<file path="config.mk">
export PLATFORM = sky130hd
export DESIGN_NAME = meter_register_poll_controller
export DESIGN_NICKNAME = d
export VERILOG_FILES = /design/src/hdl/mrpc_pkg.sv /design/src/hdl/mrpc_cfg_regs.sv /design/src/hdl/mrpc_step.sv /design/src/hdl/meter_register_poll_controller.sv
export VERILOG_INCLUDE_DIRS = /design/src /design/src/hdl
export SDC_FILE = /design/constraint.sdc
export NUM_CORES = 1
export LEC_CHECK = 0
export ABC_AREA = 1
export BUFFER_PORTS_ARGS = -buffer_cell sky130_fd_sc_hd__buf_2
export CAP_MARGIN = 30
export CORE_ASPECT_RATIO = 1.5
export CORE_MARGIN = 2
export CORE_UTILIZATION = 55
export CTS_CLUSTER_DIAMETER = 30
export DETAILED_ROUTE_END_ITERATION = 12
export PLACE_DENSITY = 0.75
export SYNTH_ARGS = -nofsm -noshare
export SYNTH_HDL_FRONTEND = slang
export SYNTH_SLANG_ARGS = --single-unit
export TNS_END_PERCENT = 50
</file>
<file path="constraint.sdc">
create_clock -name clk -period 5.51 [get_ports clk]
set_input_delay 0 -clock clk [delete_from_list [all_inputs] [get_ports clk]]
set_output_delay 0 -clock clk [all_outputs]
set_load 0.1 [all_outputs]
</file>
<file path="src/hdl/meter_register_poll_controller_assert.svh">
// Assertion macros for the meter register poll controller.
// Used by the top level only; needs nothing else.
`ifndef METER_REGISTER_POLL_CONTROLLER_ASSERT_SVH
`define METER_REGISTER_POLL_CONTROLLER_ASSERT_SVH

`ifndef SYNTHESIS
// The consequent must hold in the same cycle as the antecedent.
`define MRPC_ASSERT_SAME(label, clk, rst_n, ante, cons) \
    label: assert property (@(posedge clk) disable iff (!rst_n) (ante) |-> (cons)) \
        else $error("mrpc assertion failed");
// The consequent must hold in the cycle after the antecedent.
`define MRPC_ASSERT_NEXT(label, clk, rst_n, ante, cons) \
    label: assert property (@(posedge clk) disable iff (!rst_n) (ante) |=> (cons)) \
        else $error("mrpc assertion failed");
`else
`define MRPC_ASSERT_SAME(label, clk, rst_n, ante, cons)
`define MRPC_ASSERT_NEXT(label, clk, rst_n, ante, cons)
`endif

`endif

</file>
<file path="src/hdl/mrpc_pkg.sv">
// Shared types and constants of the meter register poll controller.
// No dependencies; used by every module of the block.
`default_nettype none

package mrpc_pkg;

    localparam int CFG_IDX_W  = 3;
    localparam int CFG_DATA_W = 16;

    localparam logic [CFG_IDX_W-1:0] CFG_READ_COMMAND   = 3'd0;
    localparam logic [CFG_IDX_W-1:0] CFG_CURRENT_ADDR   = 3'd1;
    localparam logic [CFG_IDX_W-1:0] CFG_VOLTAGE_ADDR   = 3'd2;
    localparam logic [CFG_IDX_W-1:0] CFG_TIMEOUT_TICKS  = 3'd3;
    localparam logic [CFG_IDX_W-1:0] CFG_POLL_PERIOD    = 3'd4;
    localparam logic [CFG_IDX_W-1:0] CFG_MAX_RETRIES    = 3'd5;
    localparam logic [CFG_IDX_W-1:0] CFG_AUTO_ENABLE    = 3'd6;

    localparam logic [1:0] OP_TICK    = 2'd0;
    localparam logic [1:0] OP_FRAME   = 2'd1;
    localparam logic [1:0] OP_SERVICE = 2'd2;

    localparam logic [1:0] PHASE_IDLE     = 2'd0;
    localparam logic [1:0] PHASE_ARMED    = 2'd1;
    localparam logic [1:0] PHASE_COUNTING = 2'd2;

    localparam logic [7:0] CHECKSUM_BASE = 8'hFF;

    typedef struct packed {
        logic [7:0]  read_command;
        logic [7:0]  current_reg_addr;
        logic [7:0]  voltage_reg_addr;
        logic [15:0] timeout_ticks;
        logic [15:0] poll_period_ticks;
        logic [2:0]  max_retries;
        logic        auto_enable;
    } cfg_t;

    typedef struct packed {
        logic        busy;
        logic [1:0]  timer_phase;
        logic [15:0] timeout_count;
        logic        timeout_flag;
        logic [2:0]  retry_count;
        logic [7:0]  pending_addr;
        logic        poll_slot;
        logic [15:0] poll_timer;
    } state_t;

    typedef struct packed {
        logic [1:0] op;
        logic [7:0] data_high;
        logic [7:0] data_mid;
        logic [7:0] data_low;
        logic [7:0] frame_checksum;
    } item_t;

    typedef struct packed {
        logic        request_valid;
        logic [7:0]  request_command;
        logic [7:0]  request_addr;
        logic        value_valid;
        logic        value_channel;
        logic [23:0] value_data;
        logic        checksum_error;
        logic        gave_up;
    } result_t;

endpackage

`default_nettype wire

</file>
<file path="src/hdl/mrpc_cfg_regs.sv">
// Configuration register bank of the meter register poll controller.
// Depends on mrpc_pkg for the register indexes and the cfg_t type.
`default_nettype none

module mrpc_cfg_regs (
    input  wire logic                            clk,
    input  wire logic                            rst_n,
    input  wire logic                            cfg_wr_en,
    input  wire logic [mrpc_pkg::CFG_IDX_W-1:0]  cfg_index,
    input  wire logic [mrpc_pkg::CFG_DATA_W-1:0] cfg_data,
    output mrpc_pkg::cfg_t                       cfg
);

    mrpc_pkg::cfg_t cfg_reg;
    mrpc_pkg::cfg_t cfg_next;

    always_comb
    begin
        cfg_next = cfg_reg;
        if (cfg_wr_en)
        begin
            case (cfg_index)
                mrpc_pkg::CFG_READ_COMMAND:  cfg_next.read_command      = cfg_data[7:0];
                mrpc_pkg::CFG_CURRENT_ADDR:  cfg_next.current_reg_addr  = cfg_data[7:0];
                mrpc_pkg::CFG_VOLTAGE_ADDR:  cfg_next.voltage_reg_addr  = cfg_data[7:0];
                mrpc_pkg::CFG_TIMEOUT_TICKS: cfg_next.timeout_ticks     = cfg_data[15:0];
                mrpc_pkg::CFG_POLL_PERIOD:   cfg_next.poll_period_ticks = cfg_data[15:0];
                mrpc_pkg::CFG_MAX_RETRIES:   cfg_next.max_retries       = cfg_data[2:0];
                mrpc_pkg::CFG_AUTO_ENABLE:   cfg_next.auto_enable       = cfg_data[0];
                default:                     cfg_next = cfg_reg;
            endcase
        end
    end

    always_ff @(posedge clk or negedge rst_n)
    begin
        if (!rst_n)
        begin
            cfg_reg.read_command      <= 8'd88;
            cfg_reg.current_reg_addr  <= 8'd3;
            cfg_reg.voltage_reg_addr  <= 8'd4;
            cfg_reg.timeout_ticks     <= 16'd200;
            cfg_reg.poll_period_ticks <= 16'd1000;
            cfg_reg.max_retries       <= 3'd5;
            cfg_reg.auto_enable       <= 1'b1;
        end
        else
        begin
            cfg_reg <= cfg_next;
        end
    end

    assign cfg = cfg_reg;

endmodule

`default_nettype wire

</file>
<file path="src/hdl/mrpc_step.sv">
// Next-state and result logic for one beat of the poll controller.
// Purely combinational; depends on mrpc_pkg for the state, item and result types.
`default_nettype none

module mrpc_step (
    input  mrpc_pkg::cfg_t    cfg,
    input  mrpc_pkg::state_t  state,
    input  mrpc_pkg::item_t   item,
    output mrpc_pkg::state_t  state_next,
    output mrpc_pkg::result_t result
);

    mrpc_pkg::state_t  s;
    mrpc_pkg::result_t r;
    logic [7:0]        sum;
    logic [15:0]       count;
    logic [15:0]       ptimer;

    always_comb
    begin
        s      = state;
        r      = '0;
        sum    = cfg.read_command + state.pending_addr + item.data_high
                 + item.data_mid + item.data_low;
        count  = (state.timer_phase == mrpc_pkg::PHASE_ARMED) ? 16'd1
                 : state.timeout_count + 16'd1;
        ptimer = state.poll_timer + 16'd1;

        case (item.op)
            mrpc_pkg::OP_TICK:
            begin
                if (state.timer_phase != mrpc_pkg::PHASE_IDLE)
                begin
                    s.timer_phase   = mrpc_pkg::PHASE_COUNTING;
                    s.timeout_count = count;
                    if (count >= cfg.timeout_ticks)
                    begin
                        s.timeout_count = '0;
                        s.timer_phase   = mrpc_pkg::PHASE_IDLE;
                        s.timeout_flag  = 1'b1;
                    end
                end
                else
                begin
                    s.timeout_count = '0;
                end
                if (cfg.auto_enable)
                begin
                    s.poll_timer = ptimer;
                    if (ptimer >= cfg.poll_period_ticks)
                    begin
                        s.poll_timer = '0;
                        s.poll_slot  = ~state.poll_slot;
                        s.busy       = 1'b0;
                    end
                end
                else
                begin
                    s.poll_timer = '0;
                end
            end

            mrpc_pkg::OP_FRAME:
            begin
                if (state.busy)
                begin
                    if ((mrpc_pkg::CHECKSUM_BASE - sum) != item.frame_checksum)
                    begin
                        r.checksum_error = 1'b1;
                        if (state.retry_count < cfg.max_retries)
                        begin
                            s.retry_count     = state.retry_count + 3'd1;
                            s.timer_phase     = mrpc_pkg::PHASE_ARMED;
                            s.timeout_flag    = 1'b0;
                            s.busy            = 1'b1;
                            r.request_valid   = 1'b1;
                            r.request_command = cfg.read_command;
                            r.request_addr    = state.pending_addr;
                        end
                        else
                        begin
                            s.timer_phase  = mrpc_pkg::PHASE_IDLE;
                            s.timeout_flag = 1'b0;
                            s.retry_count  = '0;
                            s.busy         = 1'b0;
                            r.gave_up      = 1'b1;
                        end
                    end
                    else
                    begin
                        // Voltage wins when both address registers match.
                        if (state.pending_addr == cfg.voltage_reg_addr)
                        begin
                            r.value_valid   = 1'b1;
                            r.value_channel = 1'b0;
                        end
                        else if (state.pending_addr == cfg.current_reg_addr)
                        begin
                            r.value_valid   = 1'b1;
                            r.value_channel = 1'b1;
                        end
                        if (r.value_valid)
                        begin
                            r.value_data = {item.data_high, item.data_mid, item.data_low};
                        end
                        s.timer_phase  = mrpc_pkg::PHASE_IDLE;
                        s.timeout_flag = 1'b0;
                        s.retry_count  = '0;
                        s.busy         = 1'b0;
                    end
                end
            end

            mrpc_pkg::OP_SERVICE:
            begin
                if (state.timeout_flag)
                begin
                    s.timeout_flag = 1'b0;
                    if (state.retry_count < cfg.max_retries)
                    begin
                        s.retry_count     = state.retry_count + 3'd1;
                        s.timer_phase     = mrpc_pkg::PHASE_ARMED;
                        s.busy            = 1'b1;
                        r.request_valid   = 1'b1;
                        r.request_command = cfg.read_command;
                        r.request_addr    = state.pending_addr;
                    end
                    else
                    begin
                        s.timer_phase = mrpc_pkg::PHASE_IDLE;
                        s.retry_count = '0;
                        s.busy        = 1'b0;
                        r.gave_up     = 1'b1;
                    end
                end
                // A give-up above and a fresh read here can share one result.
                if (!s.busy)
                begin
                    s.pending_addr    = state.poll_slot ? cfg.voltage_reg_addr
                                                        : cfg.current_reg_addr;
                    s.retry_count     = '0;
                    s.timer_phase     = mrpc_pkg::PHASE_ARMED;
                    s.timeout_flag    = 1'b0;
                    s.busy            = 1'b1;
                    r.request_valid   = 1'b1;
                    r.request_command = cfg.read_command;
                    r.request_addr    = s.pending_addr;
                end
            end

            default:
            begin
                s = state;
            end
        endcase
    end

    assign state_next = s;
    assign result     = r;

endmodule

`default_nettype wire

</file>
<file path="src/hdl/meter_register_poll_controller.sv">
// Top level of the meter register poll controller: input register, step logic,
// result register. Depends on mrpc_pkg, mrpc_cfg_regs, mrpc_step and the assert header.
//
//  Channel | Handshake                 | Payload
//  --------+---------------------------+------------------------------------------------
//  input   | in_valid / in_ready       | op, data_high, data_mid, data_low, frame_checksum
//  output  | out_valid / out_ready     | request_*, value_*, checksum_error, gave_up
//  config  | cfg_wr_en (no wait)       | cfg_index, cfg_data
//
// An accepted beat is held in the input register; the step logic then updates the state
// and loads the result register. One beat per cycle is sustained while the output
// does not stall; the single step stage sets that figure.
// A stalled output holds the result register and then the input register; the
// input side stalls only when both are full. Reset clears state and sets config defaults.
`default_nettype none

`include "meter_register_poll_controller_assert.svh"

module meter_register_poll_controller (
    input  wire logic                            clk,
    input  wire logic                            rst_n,
    input  wire logic                            in_valid,
    output logic                                 in_ready,
    input  wire logic [1:0]                      op,
    input  wire logic [7:0]                      data_high,
    input  wire logic [7:0]                      data_mid,
    input  wire logic [7:0]                      data_low,
    input  wire logic [7:0]                      frame_checksum,
    output logic                                 out_valid,
    input  wire logic                            out_ready,
    output logic                                 request_valid,
    output logic [7:0]                           request_command,
    output logic [7:0]                           request_addr,
    output logic                                 value_valid,
    output logic                                 value_channel,
    output logic [23:0]                          value_data,
    output logic                                 checksum_error,
    output logic                                 gave_up,
    input  wire logic                            cfg_wr_en,
    input  wire logic [mrpc_pkg::CFG_IDX_W-1:0]  cfg_index,
    input  wire logic [mrpc_pkg::CFG_DATA_W-1:0] cfg_data
);

    mrpc_pkg::cfg_t    cfg;
    mrpc_pkg::item_t   item_reg;
    mrpc_pkg::item_t   item_next;
    logic              in_valid_reg;
    logic              in_valid_next;
    mrpc_pkg::state_t  state_reg;
    mrpc_pkg::state_t  state_next;
    mrpc_pkg::state_t  step_state;
    mrpc_pkg::result_t step_result;
    mrpc_pkg::result_t result_reg;
    mrpc_pkg::result_t result_next;
    logic              out_valid_reg;
    logic              out_valid_next;
    logic              in_accept;
    logic              fire;

    mrpc_cfg_regs u_cfg (
        .clk       (clk),
        .rst_n     (rst_n),
        .cfg_wr_en (cfg_wr_en),
        .cfg_index (cfg_index),
        .cfg_data  (cfg_data),
        .cfg       (cfg)
    );

    mrpc_step u_step (
        .cfg        (cfg),
        .state      (state_reg),
        .item       (item_reg),
        .state_next (step_state),
        .result     (step_result)
    );

    // A beat moves on from the input register when the result register is free.
    assign fire      = in_valid_reg && (!out_valid_reg || out_ready);
    assign in_ready  = !in_valid_reg || fire;
    assign in_accept = in_valid && in_ready;

    always_comb
    begin
        item_next      = in_accept ? {op, data_high, data_mid, data_low, frame_checksum}
                                   : item_reg;
        in_valid_next  = in_accept ? 1'b1 : (fire ? 1'b0 : in_valid_reg);
        state_next     = fire ? step_state : state_reg;
        result_next    = fire ? step_result : result_reg;
        out_valid_next = fire ? 1'b1 : (out_ready ? 1'b0 : out_valid_reg);
    end

    always_ff @(posedge clk)
    begin
        item_reg   <= item_next;
        result_reg <= result_next;
    end

    always_ff @(posedge clk or negedge rst_n)
    begin
        if (!rst_n)
        begin
            in_valid_reg  <= 1'b0;
            out_valid_reg <= 1'b0;
            state_reg     <= '0;
        end
        else
        begin
            in_valid_reg  <= in_valid_next;
            out_valid_reg <= out_valid_next;
            state_reg     <= state_next;
        end
    end

    assign out_valid       = out_valid_reg;
    assign request_valid   = result_reg.request_valid;
    assign request_command = result_reg.request_command;
    assign request_addr    = result_reg.request_addr;
    assign value_valid     = result_reg.value_valid;
    assign value_channel   = result_reg.value_channel;
    assign value_data      = result_reg.value_data;
    assign checksum_error  = result_reg.checksum_error;
    assign gave_up         = result_reg.gave_up;

    `MRPC_ASSERT_NEXT(a_fire_loads_result, clk, rst_n, fire, out_valid_reg)
    `MRPC_ASSERT_NEXT(a_held_beat_stays, clk, rst_n, in_valid_reg && !fire, in_valid_reg)
    `MRPC_ASSERT_SAME(a_value_excludes_request, clk, rst_n, out_valid_reg && value_valid, !request_valid && !checksum_error && !gave_up)

endmodule

`default_nettype wire

</file>
After elaboration in Yosys (flattened, before gate mapping)

Cells that the tools add are included.

Reductions and logical operators: 30
Eq/ne operators: 18
$add $sub $neg: 8
Bitwise logic cells: 5
Muxes and demuxes: 46
Order comparisons: 3

Operator list:

| operator                                       | number |
|---|---|
| 2-to-1 mux 17 bit                              | 4 |
| 2-to-1 mux 16 bit                              | 4 |
| 2-to-1 mux 45 bit                              | 1 |
| case mux 17 bit (2 select lines)               | 1 |
| adder 16 x 1 -> 16 bit (second input constant) | 2 |
| adder 8 bit                                    | 4 |
| greater-or-equal comparator 16 bit             | 2 |
| 2-to-1 mux 3 bit                               | 9 |
| 2-to-1 mux 26 bit                              | 1 |
| 2-to-1 mux 24 bit                              | 1 |
| 2-to-1 mux 19 bit                              | 1 |
| AND reduction 2 bit                            | 9 |
| == test 8 bit                                  | 2 |
| 2-to-1 mux 2 bit                               | 8 |
| AND reduction 4 bit                            | 3 |
| 2-to-1 mux 11 bit                              | 1 |
| AND reduction 5 bit                            | 2 |
| == test 3 bit (second input constant)          | 3 |
| 2-to-1 mux 1 bit                               | 9 |
| case mux 3 bit (3 select lines)                | 1 |
| 2-to-1 mux 8 bit                               | 1 |
| inequality test 8 bit                          | 1 |
| nonzero test 2 bit                             | 4 |
| subtractor 8 bit (first input constant)        | 1 |
| other kinds (23)                               | 35 |

Output and inout port bits: 47
Bits of input ports: 58
Bits in registers: 189
Word-level logic and storage cells: 140

Depth between registers and ports, before layout

Gate-level depths: netlist of run 1.

Word-level depth: 13
Mapped depth: 23
Depth with buffers taken out: 23

Cells and area by module

From an unflattened synthesis of run 1, not the netlist that was laid out.

Cells, all modules: 1383
Area, all modules: 11456.0 µm²

Modules (own cells, without submodules):

| module                         | area an instance (µm²) | cells an instance | sequential area each (µm²) | times used |
|---|---|---|---|---|
| mrpc_step                      | 4643.2                 | 812               | 0.0                        | 1 |
| meter_register_poll_controller | 4346.7                 | 298               | 3623.5                     | 1 |
| mrpc_cfg_regs                  | 2466.1                 | 273               | 1524.0                     | 1 |

Worst setup path before layout of run 1

No wires, ideal clock.

Path type: flip-flop to flip-flop
Start: register state_reg[17] (netlist name)
End: register result_reg (netlist bit request_command[0]), data pin
Stages on the path, launching flop included: 21
Required time: 5.250 ns
Library setup time: 0.260 ns
Path buffers: 0
Period minus slack after synthesis: 4.057 ns
Arrival time: 3.796 ns
Slack: 1.453 ns
Cell sequence: dfrtp_1 inv_1 fa_1 fa_1 fa_1 inv_1 ha_1 nor2_1 fa_1 xor2_1 nand2_1 nor2_1 nand3_1 nor2_1 nand2_1 nor2_2 nand2_1 nand3_1 nand2_1 nand2_1 nor2_1

RTL lines:

| element                | RTL line                              | text |
|---|---|---|
| from (decl)            | meter_register_poll_controller.sv:49  | `mrpc_pkg::state_t state_reg;` |
| from (signal assigned) | meter_register_poll_controller.sv:110 | `state_reg <= state_next;` |
| to (signal assigned)   | meter_register_poll_controller.sv:95  | `result_reg <= result_next;` |
| to (decl)              | meter_register_poll_controller.sv:53  | `mrpc_pkg::result_t result_reg;` |

==> results.txt, run 1 <==
- During placement, the flow inserted port buffers numbering 104.
- Of the cells placed in the final design, the portion with a size suffix greater than 1 is 13.1%.
* Syn Inst Count: 1123
- The most used flip-flop cell after synthesis is sky130_fd_sc_hd__dfrtp_1.
* Sequential cell area fraction in the yosys report: 51.0%
- The register with the most flip-flops in the layout has 60 of them.
* CP Data Required Time: 5.70 ns
- Proportion of power drawn by the clock network: 21.0%
- Combinational logic burns 46.8% of the power.
* Number of filler cells placed in the layout: 1399
* Final period demand of the worst path: 4.80 ns
* Net count after synthesis: 1252
- During I/O placement, the number of pins put on the boundary was 105.
* Crit path launch: state_reg[17]
* RSZ-0062 raised after global routing: false
- Post-route ant nets: 0
* Ant. Diodes: 0
- The core region is 17900 µm².
* Crit path capture type: flip-flop
* H-tree depth: 4
- Setup slack on the worst reg-to-reg path comes out at 0.71 ns.
* Height of the chip: 170 µm
- Setup crit start kind: flip-flop
- Entering global routing, the biggest net connects 68 pins.
- Routability Congestion: 0.917
- Synth cell count leaders: sky130_fd_sc_hd__nand2_1 (253), sky130_fd_sc_hd__inv_1 (203), sky130_fd_sc_hd__o21ai_0 (99)
* Number of enable-type register cells in the synthesized netlist: 79
- At the worst endpoint, the arrival time is 4.99 ns.
- Internal power comes to 0.00339 W.
* Wire length of the first global-routing pass: 37200 µm
- After detailed routing, the average wire length per cell comes to 15.3 µm.
- Total CTS buffers: 17
* Dominant cell by count in the synthesized netlist: sky130_fd_sc_hd__nand2_1
* Relative slew margins: 33.9%
* Area contributors post-synth: sky130_fd_sc_hd__edfxtp_1 (24%), sky130_fd_sc_hd__dfrtp_1 (23%), sky130_fd_sc_hd__nand2_1 (9.4%)
- Clock latency on the worst-skew pair, taken at its later pin, is 0.45 ns.
- Power Density: 505 nW/µm²
- The number of gates resized after CTS was 0.
- The synthesized design devotes to its leading area cell type 23.5% of total area.
- Overall Global Routing Usage: 24.8%
- Highest achievable clock rate: 208 MHz
- In the final design database the tool counted 1414 nets.
- Area growth, synth to finish: 19.0%
- Measured along the x axis, the die boundary spans 115 µm.
* Average instance area after synthesis: 8.99 µm²
- Status: complete, no violations
- The worst register-to-register path begins at state_reg[17].
- The worst-case IR drop observed on VDD is 0.000278 V.
- The via count of the first global-routing pass came to 7829.
* Post-synth ARST share: 58.2%
- Number of setup violations in the final report: 0
- In this run switching power makes up 44.0% of total power.
* Static leakage: 5.86 nW
- TritonCTS built the clock tree.
- The synthesized netlist contains 39 unique library cells.
- The synthesized netlist occupies a cell area of 10100 µm².
- Flip-flop and latch count after synthesis: 189
- Hold Fails Final Rpt: 0
* Portion of the clock cycle consumed by the worst path in the final layout: 87.1%
* Max-slew violations: 0
* Actual transition at the worst max-transition pin: 0.989 ns
* Sequential power share: 32.1%
* Total die area: 19500 µm²
- Remaining Overflow, GRT: 0
- Ys Warns: 0
- For the final database, setup skew stands at 0.00911 ns.
* Max Cap Viol: 0
* Area leader, netlist: sky130_fd_sc_hd__edfxtp_1
- Iteration-0 DRC Markers: 581
- FP Rows: 60
* CTS root buf: sky130_fd_sc_hd__clkbuf_16
- The routed layout has 8002 vias.
- Starting utilization of the core area: 56.2%
* Path type of the worst min-delay path: in -> async
* Clock buffer depth: 2
- Min Hold Slack: 0.0817 ns
- The clock net in this run drives a total of 189 sinks.
- Critical path class: reg -> reg
- Number of vias per cell after detailed routing: 5.28
* Number of antenna violations at the first check in global routing: 0
- The first detailed-routing pass ran for 6 iterations.
* Half-perimeter wire length after placement: 16600 µm
- Total Routed Length: 23100 µm
- Detailed-route DRC error count: 0
- After clock tree synthesis, the clock-pin slew on the worst setup and hold paths is 0.07 ns.
- Net Switching: 0.00266 W
- Summed over all failing endpoints, the final setup total negative slack is 0 ns.
- In this run the worst path has a maximum fanout of 11.
==> layout make-up <==
type | instances | area, µm² | share of cell area (%)
inverters | 207 | 777 | 6.47
flip-flops and latches | 189 | 5150 | 42.9
well taps | 217 | 272 | 2.26
multi-input cells | 703 | 4060 | 33.8
repair buffers | 167 | 1150 | 9.55
clock inverters | 15 | 175 | 1.46
clock buffers | 17 | 425 | 3.54
==> metrics by stage <==
step / utilization [%] / std cells / area [µm²] / power, W / worst slack, ns
2_1_floorplan: - / 1123 / 10100 / 0.00406 / 1.45
3_3_place_gp: 60.2 / 1423 / 10800 / 0.00465 / 0.868
3_5_place_dp: 60.2 / 1423 / 10800 / 0.00473 / 0.764
4_1_cts: 66.9 / 1515 / 12000 / 0.00605 / 0.727
5_1_grt: 66.9 / 1515 / 12000 / 0.00649 / 0.410
6_report: 66.9 / 1515 / 12000 / 0.00606 / 0.710
==> placed cells by master, fill, tap and decap left out, types with 5 or more instances in the layout <==
cell type                       instances
sky130_fd_sc_hd__ha_1                  50
sky130_fd_sc_hd__inv_1                202
sky130_fd_sc_hd__xor2_1                23
sky130_fd_sc_hd__dfstp_2               18
sky130_fd_sc_hd__edfxtp_1              79
sky130_fd_sc_hd__fa_1                  21
sky130_fd_sc_hd__nand4_1               16
sky130_fd_sc_hd__nor2_1                77
sky130_fd_sc_hd__o31ai_1                5
sky130_fd_sc_hd__dlygate4sd3_1         60
sky130_fd_sc_hd__nor4_1                 5
sky130_fd_sc_hd__a21oi_1               45
sky130_fd_sc_hd__xnor2_1                9
sky130_fd_sc_hd__o22ai_1               16
sky130_fd_sc_hd__o21ai_0               99
sky130_fd_sc_hd__inv_6                  7
sky130_fd_sc_hd__nor3_1                 9
sky130_fd_sc_hd__buf_2                103
sky130_fd_sc_hd__nand2_1              253
sky130_fd_sc_hd__dfrtp_1               92
sky130_fd_sc_hd__nand3_1               42
sky130_fd_sc_hd__clkbuf_16             17
==> metal layers <==
metal	up-vias	track usage [%]	routed length [µm]
met1	3762	28.1	8980
li1	3952	-	-
met4	0	10.5	733
met3	57	4.13	996
met5	-	0	0
met2	231	45.6	12400
==> cells by family after synthesis <==
logic type / count (synthesis) / synth area share (%)
buffers and inverters: 231 / 8.77
multiplexers: 4 / 0.397
AO/OA/AOI/OAI: 180 / 9.65
XOR/XNOR: 32 / 2.78
AND/OR/NAND/NOR: 416 / 17.0
flip-flops: 189 / 51.0
adder cells (fa/ha/maj): 71 / 10.4
==> critical path, cell delays in order, from the launching register on <==
cell and delay, ns:
sky130_fd_sc_hd__dfrtp_1 0.41, sky130_fd_sc_hd__inv_1 0.11, sky130_fd_sc_hd__fa_1 0.53, sky130_fd_sc_hd__fa_1 0.43, sky130_fd_sc_hd__fa_1 0.55, sky130_fd_sc_hd__inv_1 0.06, sky130_fd_sc_hd__ha_1 0.17, sky130_fd_sc_hd__nor2_1 0.16
sky130_fd_sc_hd__fa_1 0.45, sky130_fd_sc_hd__xor2_1 0.16, sky130_fd_sc_hd__nand2_1 0.06, sky130_fd_sc_hd__nor2_1 0.10, sky130_fd_sc_hd__nand3_1 0.08, sky130_fd_sc_hd__nor2_1 0.10, sky130_fd_sc_hd__nand2_1 0.06, sky130_fd_sc_hd__nor2_2 0.12
sky130_fd_sc_hd__nand2_1 0.27, sky130_fd_sc_hd__nand3_1 0.20, sky130_fd_sc_hd__nand2_1 0.10, sky130_fd_sc_hd__nand2_1 0.32, sky130_fd_sc_hd__nor2_1 0.09
==> what timing repair did <==
| action | 4_1_cts | 5_1_grt |
|---|---|---|
| hold buffers | 60 | 0 |
| buffers inserted | 0 | 0 |
| hold endpoints to repair | 139 | 0 |
==> worst paths after layout <==
check / end / cells after the start
worst max-delay path: request_command[2] / 20
worst min-delay path: state_reg[42] / 2
worst max register to register: request_command[2] / 20
worst min register to register: u_cfg.cfg[54] / 2
max in group asynchronous: state_reg[0] / 3
min in group clk: u_cfg.cfg[1] / 5
==> power groups by stage <==
stage	registers (W)	logic (W)	clock network, W
global placement	0.00196	0.00269	0
detailed placement	0.00197	0.00276	0
floorplan	0.00220	0.00186	0
CTS	0.00194	0.00282	0.00128
global route	0.00198	0.00318	0.00133
finish	0.00195	0.00284	0.00128
Note: power is estimated with default switching activity, not from simulation.
==> run 2, diff against run 1 <==
--- a/config.mk
+++ b/config.mk
@@ -14,7 +14,7 @@
 export CORE_UTILIZATION = 55
 export CTS_CLUSTER_DIAMETER = 30
 export DETAILED_ROUTE_END_ITERATION = 12
-export PLACE_DENSITY = 0.75
+export PLACE_DENSITY = 0.86
 export SYNTH_ARGS = -nofsm -noshare
 export SYNTH_HDL_FRONTEND = slang
 export SYNTH_SLANG_ARGS = --single-unit
==> results.txt, run 2 (same netlist as run 1, synthesis figures left out) <==
* Overall Global Routing Usage: 26.5% (was 24.8%)
* Area used by multi-input combinational logic: 4060 µm² (about the same)
- Top cell by count, worst path: sky130_fd_sc_hd__nand2_1 (unchanged)
- The effective utilization at floorplan came to 56.2% (unchanged).
- The detailed placer's ending HPWL came to 17100 µm (was 16600 µm).
* TritonCTS clock tree: yes (unchanged)
* Max Cap Viol: 0 (unchanged)
- Die width: 115 µm (unchanged)
- Layout Skew: 0.00966 ns (was 0.00911 ns)
* Hold Fails Final Rpt: 9 (was 0)
* Iteration-0 DRC Markers: 683 (was 581)
- The clock sink count is 189 (unchanged).
- Violations in the final reports: DRC, hold timing
- The area of the die was 19500 µm² (unchanged).
- Final period demand of the worst path: 4.98 ns (was 4.80 ns)
* Worst IR drop on VDD: 0.000282 V (was 0.000278 V)
* PnR Total Power: 0.00604 W (was 0.00606 W)
- The residual overflow from global routing came to 0 (unchanged).
- The largest net degree at the start of global routing came to 75 (was 68).
- The total detailed-routing wirelength came to 24700 µm (was 23100 µm).
* Highest achievable clock rate: 201 MHz (was 208 MHz)
- The global placer's final weighted congestion was 0.904 (was 0.917).
- Largest register FFs: 60 (unchanged)
- Relative slew margins: 34.0% (was 33.9%)
* Status: finished with violations (was complete, no violations)
- Max stage delay on crit path: 0.56 ns (was 0.55 ns)
* RSZ-0062 raised after global routing: false (unchanged)
- The final clock period utilization by the worst path was 90.4% (was 87.1%).
- The setup TNS is 0 ns (unchanged).
- The synthesis-to-layout area growth was 18.9% (was 19.0%).
* Clock-pin slew on the worst setup and hold paths: 0.07 ns (about the same)
- The die extent in y was 170 µm (unchanged).
- The number of fill cells in the layout is 1281 (was 1399).
- Area of placed instances: 10800 µm² (about the same)
- The number of H-tree branching levels was 4 (unchanged).
- FP Rows: 60 (unchanged)
* Total CTS buffers: 17 (unchanged)
- Leading cell type in the layout, fill and taps excluded: sky130_fd_sc_hd__nand2_1 (unchanged)
- Min Hold Slack: -0.00400 ns (was 0.0817 ns)
- The slew of the pin with the lowest slew margin was 0.990 ns (was 0.989 ns).
- The via count of the first global-routing pass was 8663 (was 7829).
- The biggest fanout along the worst timing path is 11 (unchanged).
* Share of layout cells above drive strength 1: 12.9% (was 13.1%)
- Cell count after placement: 1425 (was 1423)
* Cell area after layout: 12000 µm² (about the same)
- Number of vias per cell after detailed routing: 5.46 (was 5.28)
* Critical path class: reg -> reg (unchanged)
- Cells along the critical path: inv_1 > fa_1 > fa_1 > fa_1 > inv_1 > ha_1 > nor2_1 > fa_1 > xor2_1 > nand2_1 > nor2_1 > nand3_1 > nor2_1 > nand2_1 > nor2_2 > nand2_1 > nand3_1 > nand2_1 > nand2_1 > nor2_1 (unchanged).
- Count of non-filler cells in the finished layout: 1515 (unchanged)
- The cell area power density was 503 nW/µm² (was 505 nW/µm²).
- The number of max-slew violations in the final report came to 0 (unchanged).
- The I/O pin total came to 105 (unchanged).
* Clock buffer depth: 2 (unchanged)
* Drt wl/cell: 16.3 µm (was 15.3 µm)
* Iteration count of the initial detailed-routing pass: 11 (was 6)
- PortBufs: 104 (unchanged)
- CTS root buf: sky130_fd_sc_hd__clkbuf_16 (unchanged)
* Crit path capture type: flip-flop (unchanged)
- CP Data Required Time: 5.70 ns (about the same)
* Final nets: 1414 (unchanged)
- Total via count in the routed design: 8265 (was 8002)
- Number of antenna violations at the first check in global routing: 0 (unchanged)
- Most frequent cells in the layout: sky130_fd_sc_hd__nand2_1 (253), sky130_fd_sc_hd__inv_1 (202), sky130_fd_sc_hd__buf_2 (103), sky130_fd_sc_hd__o21ai_0 (99), sky130_fd_sc_hd__dfrtp_1 (92) (unchanged)
* Ant. Diodes: 0 (unchanged)
- The class of the worst hold path was in -> async (unchanged).
* Static leakage: 5.84 nW (was 5.86 nW)
- Detailed-route DRC error count: 1 (was 0)
* Area of the placeable core: 17900 µm² (unchanged)
* Clock latency of the later-clocked register in the worst-skew pair: 0.45 ns (about the same)
- Postcts setup bufs: 0 (unchanged)
- Slowest cell on crit path: sky130_fd_sc_hd__fa_1 (unchanged)
* Post-route ant nets: 0 (unchanged)
* Number of setup violations in the final report: 0 (unchanged)
* Setup crit start kind: flip-flop (unchanged)
* Crit path arrival time: 5.17 ns (was 4.99 ns)
* Wire length of the first global-routing pass: 40300 µm (was 37200 µm)
- The footprint of the flip-flops and latches came to 5150 µm² (unchanged).
==> run 2: cell types whose count changed in the layout (fill, tap and decap cells not counted), moves of 2 or more <==
cell	before	now
sky130_fd_sc_hd__clkinv_4	0	6
sky130_fd_sc_hd__inv_6	7	0
sky130_fd_sc_hd__inv_8	3	0
sky130_fd_sc_hd__clkbuf_1	0	3
sky130_fd_sc_hd__clkinvlp_4	2	4
sky130_fd_sc_hd__dlygate4sd3_1	60	58
==> run 2: power breakdown <==
group	internal [W]	switching (W)
logic	0.000959	0.00190
clock network	0.000672	0.000554
registers	0.00175	0.000206
==> run 2: repair_timing <==
action | in CTS | in global routing
endpoints found under the hold margin | 132 | 0
gates resized for setup | 0 | 0
hold buffers | 58 | 0
setup endpoints to repair | 0 | 0
==> run 2: metal layers <==
metal	share of wire, %	track usage (%)
met5	0	0
met3	5.4	5.41
met2	54	49.6
met1	37	28.2
met4	3.5	11.9
==> run 2: worst max-delay path: cells and delay by family (launching register included) <==
kind                     cells  cell delay (ns)
buffers and inverters        2             0.17
flip-flops                   1             0.42
adder cells (fa/ha/maj)      5             2.18
XOR/XNOR                     1             0.16
AND/OR/NAND/NOR             12             1.78
==> run 2: through the flow <==
step / hold WS [ns] / worst slack [ns] / utilization [%]
global route: 0.0101 / 0.220 / 66.9
CTS: 0.00124 / 0.623 / 66.9
finish: -0.00400 / 0.528 / 66.9
detailed placement: -0.0698 / 0.627 / 60.4
floorplan: -0.296 / 1.45 / -
global placement: -0.0710 / 0.886 / 60.2
==> run 2: layout make-up <==
cell class / count / area share, %
Clock buffer: 20 / 3.64
Clock inverter: 12 / 1.19
Inverter: 207 / 6.48
Multi-Input combinational cell: 703 / 33.8
Sequential cell: 189 / 42.9
Tap cell: 217 / 2.26
Timing Repair Buffer: 167 / 9.68
==> run 2: final timing paths <==
check / start / slack, ns / cells after the start / to
hold reg to reg: u_cfg.cfg[15] / 0.49 / 2 / u_cfg.cfg[15]
setup reg to reg: state_reg[17] / 0.53 / 20 / request_command[6]
max in group asynchronous: rst_n / 4.50 / 4 / u_cfg.cfg[38]
hold / removal: rst_n / -0.004 / 2 / state_reg[41]
setup / recovery: state_reg[17] / 0.53 / 20 / request_command[6]
min in group clk: cfg_index[1] / 0.02 / 4 / u_cfg.cfg[3]
